## config.mk

```make
export PLATFORM = sky130hd
export DESIGN_NAME = mkst_cell
export DESIGN_NICKNAME = d
export VERILOG_FILES = /design/src/rtl/core/mkst_pkg.sv /design/src/rtl/core/mkst_cell.sv
export SDC_FILE = /design/constraint.sdc
export NUM_CORES = 1
export LEC_CHECK = 0
export BUFFER_PORTS_ARGS = -buffer_cell sky130_fd_sc_hd__buf_2
export CAP_MARGIN = 20
export CORE_ASPECT_RATIO = 1.2
export CORE_MARGIN = 2
export CORE_UTILIZATION = 51
export DETAILED_ROUTE_END_ITERATION = 8
export PLACE_DENSITY = 0.86
export SETUP_SLACK_MARGIN = 0.3
export SLEW_MARGIN = 40
export SYNTH_ARGS = -nofsm -noshare
export SYNTH_HDL_FRONTEND = slang
export SYNTH_SLANG_ARGS = --single-unit
```

## constraint.sdc

```tcl
create_clock -name clk -period 5.4 [get_ports clk]
set_input_delay 0.54 -clock clk [delete_from_list [all_inputs] [get_ports clk]]
set_output_delay 0.54 -clock clk [all_outputs]
set_load 0.01 [all_outputs]
```

## src/rtl/core/mkst_pkg.sv

```systemverilog
// Shared types and constants for the masked key set table.
// Used by the cell chain, the top level and the port checker.
package mkst_pkg;

  // Table geometry
  localparam int CAPACITY = 255;
  localparam int CNT_W    = 8;
  localparam int LIMIT    = (CAPACITY < 255) ? CAPACITY : 255;
  localparam int IDX_W    = (CAPACITY > 1) ? $clog2(CAPACITY) : 1;
  localparam int CMP_W    = (IDX_W > CNT_W) ? IDX_W : CNT_W;

  // Field widths
  localparam int REQ_W = 2;
  localparam int KEY_W = 32;
  localparam int TAG_W = 30;

  // Request codes (code 3 behaves as a query)
  localparam logic [REQ_W-1:0] REQ_INSERT = 2'd0;
  localparam logic [REQ_W-1:0] REQ_DELETE = 2'd1;
  localparam logic [REQ_W-1:0] REQ_QUERY  = 2'd2;

  typedef struct packed {
    logic [REQ_W-1:0] req_type;
    logic [KEY_W-1:0] key;
  } in_item_t;

  typedef struct packed {
    logic             hit;
    logic             success;
    logic [CNT_W-1:0] count;
  } out_item_t;

  // Control broadcast to every cell of the chain
  typedef struct packed {
    logic             rotate;
    logic             del_en;
    logic             ins_en;
    logic [IDX_W-1:0] pos;
    logic [TAG_W-1:0] tag;
  } cell_ctl_t;

endpackage

```

## src/rtl/core/mkst_cell.sv

```systemverilog
// One storage cell of the table chain: holds a single 30-bit tag.
// Depends on mkst_pkg for the control struct and widths.
module mkst_cell (
  input  logic                            clk,
  input  logic [mkst_pkg::IDX_W-1:0]      idx,
  input  mkst_pkg::cell_ctl_t             ctl,
  input  logic [mkst_pkg::TAG_W-1:0]      nbr_data,
  output logic [mkst_pkg::TAG_W-1:0]      data
);

  logic [mkst_pkg::TAG_W-1:0] data_r;
  logic [mkst_pkg::TAG_W-1:0] data_nxt;

  // rotate during scan, close the gap on delete, take the tag on insert
  always_comb begin
    data_nxt = data_r;
    if (ctl.rotate) begin
      data_nxt = nbr_data;
    end else if (ctl.del_en && (idx >= ctl.pos)) begin
      data_nxt = nbr_data;
    end else if (ctl.ins_en && (idx == ctl.pos)) begin
      data_nxt = ctl.tag;
    end
  end

  // payload only, no reset
  always_ff @(posedge clk) begin
    data_r <= data_nxt;
  end

  assign data = data_r;

endmodule

```

==> impl_metrics.py <==
metrics = {
    "floorplanning": {
        "num_io_pins": 110,
        "rows": 27,
        "initial_core_util_pct": 52.1,
        "die_y_um": 78.5,
        "core_region_area_mm2": 0.00453,
        "die_area_mm2": 0.00519,
        "die_w_um": 66.1,
    },
    "pwr": {
        "p_leak_nw": 1.41,
        "cellPowerDensity_mw_per_mm2": 250,
        "p_sw_share_pct": 29.3,
        "pwr-share-comb_pct": 27.3,
        "share_seq_of_total_power_pct": 42.0,
        "finalPower_mw": 0.740,
        "p_clk_share_pct": 30.7,
        "irDropWorstVdd_mv": 0.127,
        "power_switching_mw": 0.217,
        "p_int_mw": 0.523,
    },
    "final_layout": {
        "n_fill_cell": 400,
        "instances_no_fill": 390,
        "largest_register_ffs": 30,
        "finalNetCount": 419,
        "drive_above_1_share_pct": 47.9,
        "areaGrowthSynthToFinish_pct": 25.5,
        "diodes": 0,
        "fin_util_pct": 65.4,
    },
    "synth": {
        "synth_cells": 241,
        "synth.most_common_cell": "nand3_1",
        "synth-edff-count": 30,
        "yosys-top-cells-count": "nand3_1 (61), and3_1 (30), edfxtp_1 (30)",
        "synth.cell_area_mm2": 0.00236,
        "synth-seq-area-share_pct": 38.2,
        "synth_ff_type": "edfxtp_1",
        "synthTopCellsByArea": "edfxtp_1 (38%), o211ai_2 (15%), nand3_1 (13%)",
        "yosys_warnings": 0,
        "ys_types": 29,
        "synth-seq-cells": 30,
        "synth_top_cell_area_share_pct": 38.2,
        "synth_area_per_cell_um2": 9.79,
        "synthesis.nets": 329,
        "synthArstFlopShare_pct": 0,
        "yosysTopAreaCell": "edfxtp_1",
    },
    "hold_path": {
        "holdPathStages": 3,
        "hold_path.class": "in -> reg",
    },
    "clock_tree": {
        "htree_levels": 2,
        "clock_sinks": 30,
        "clkTransAtPathRegs_ns": 0.07,
        "clockBufferDepth": 2,
        "cts_setup_buffers": 0,
        "cts_tree": "done",
        "ctsResizeCount": 0,
        "cts_made_buffers": 5,
        "cts-root-buf": "clkbuf_8",
        "hold_buffers": 0,
    },
    "global_route": {
        "grt_pass1_vias": 2175,
        "antenna_found_initial": 0,
        "grt_max_degree": 36,
        "overflow": 0,
        "grt_pass1_wl_mm": 10.1,
        "grtUsageTotal_pct": 25.0,
    },
    "sta": {
        "max_freq_mhz": 352,
        "hold_viol": 0,
        "min_period_over_period_pct": 52.6,
        "tightest_slew_ns": 0.716,
        "fin_ws_ns": 2.56,
        "drv_slew": 0,
        "rsz0062_at_grt": "no",
        "max_slew_margin_pct": 52.1,
        "period_needed_ns": 2.84,
        "setup_viol": 0,
        "tns_ns": 0,
    },
    "placement": {
        "pre_cts_slack_ns": 2.00,
        "gp_congestion": 0.783,
        "hpwlAfterDp_mm": 4.27,
        "dp.cells": 382,
        "portBuffers": 109,
    },
    "setup_path": {
        "required_ns": 5.31,
        "endpoint_kind": "flop",
        "path_class": "in -> reg",
        "start_kind": "input port",
        "crit_fanout": 31,
        "critPathArrivalTime_ns": 2.75,
    },
    "detailed_routing": {
        "ant_nets": 0,
        "wl_per_cell_um": 15.7,
        "vias": 2266,
        "drt-initial-drc-count": 209,
        "viasPerCell": 5.81,
        "firstDrtPassIters": 4,
        "drc": 0,
        "finalWirelength_mm": 6.12,
    },
    "run_status": {
        "outcome": "finished, final reports clean",
    },
    "job": {
        "cap_violations": 0,
    },
}
-- layout by cell type (no fill, tap or decap), drive strengths merged, types with 2 or more instances in the layout --
master	n
nor2	2
ha	8
buf	111
o21ai	31
nand2b	2
clkinv	2
and3	31
nand3	61
and4	2
clkbuf	5
o211ai	30
inv	8
edfxtp	30
-- metrics by stage --
| stage | area [um2] | hold slack [ns] |
|---|---|---|
| after global routing | 2960 | 0.574 |
| after global placement | 2820 | 0.864 |
| after detailed placement | 2850 | 0.866 |
| final | 2960 | 0.563 |
| after CTS | 2960 | 0.564 |
| after floorplan | 2360 | 0.762 |
-- worst max-delay path: stages --
cell and delay (ns):
buf_2 0.08, inv_1 0.04, ha_1 0.30, nand2b_4 0.14, a2111o_2 0.71, and4_4 0.43, nand3b_4 0.50
-- worst paths after layout --
kind	to	startpoint
worst min-delay path	data[27]$_DFFE_PP_	nbr_data[27]
worst max-delay path	data[9]$_DFFE_PP_	idx[0]
-- metal layers --
layer,vias to the layer above,share of wire [%],global-route usage (%)
li1,1106,-,-
met1,1042,38,31.3
met2,106,52,41.5
met3,12,7.3,4.87
met4,0,2.2,10.6
met5,-,0,0
-- layout make-up --
class	instances	area [um2]	area share, %
Multi-Input combinational cell	175	1280	43.2
Sequential cell	30	901	30.4
Timing Repair Buffer	111	568	19.2
Tap cell	58	72.6	2.45
Clock buffer	5	68.8	2.33
Clock inverter	3	40.0	1.35
Inverter	8	30.0	1.01
-- cell families (layout without fill, tap and decap cells) --
kind of cell	after synthesis	in the layout	share of synthesized area, %
AO/OA/AOI/OAI	65	65	24.0
adder cells (fa/ha/maj)	8	8	4.24
buffers and inverters	36	127	8.65
flip-flops	30	30	38.2
AND/OR/NAND/NOR	102	102	24.9
-- power by group through the flow --
stage	Combinational (mW)	Sequential, mW	Clock [mW]
final	0.202	0.311	0.227
after global routing	0.223	0.313	0.238
after CTS	0.202	0.311	0.224
after detailed placement	0.201	0.316	0
after global placement	0.192	0.315	0
after floorplan	0.0969	0.337	0
Power figures use the tool's default switching activity.
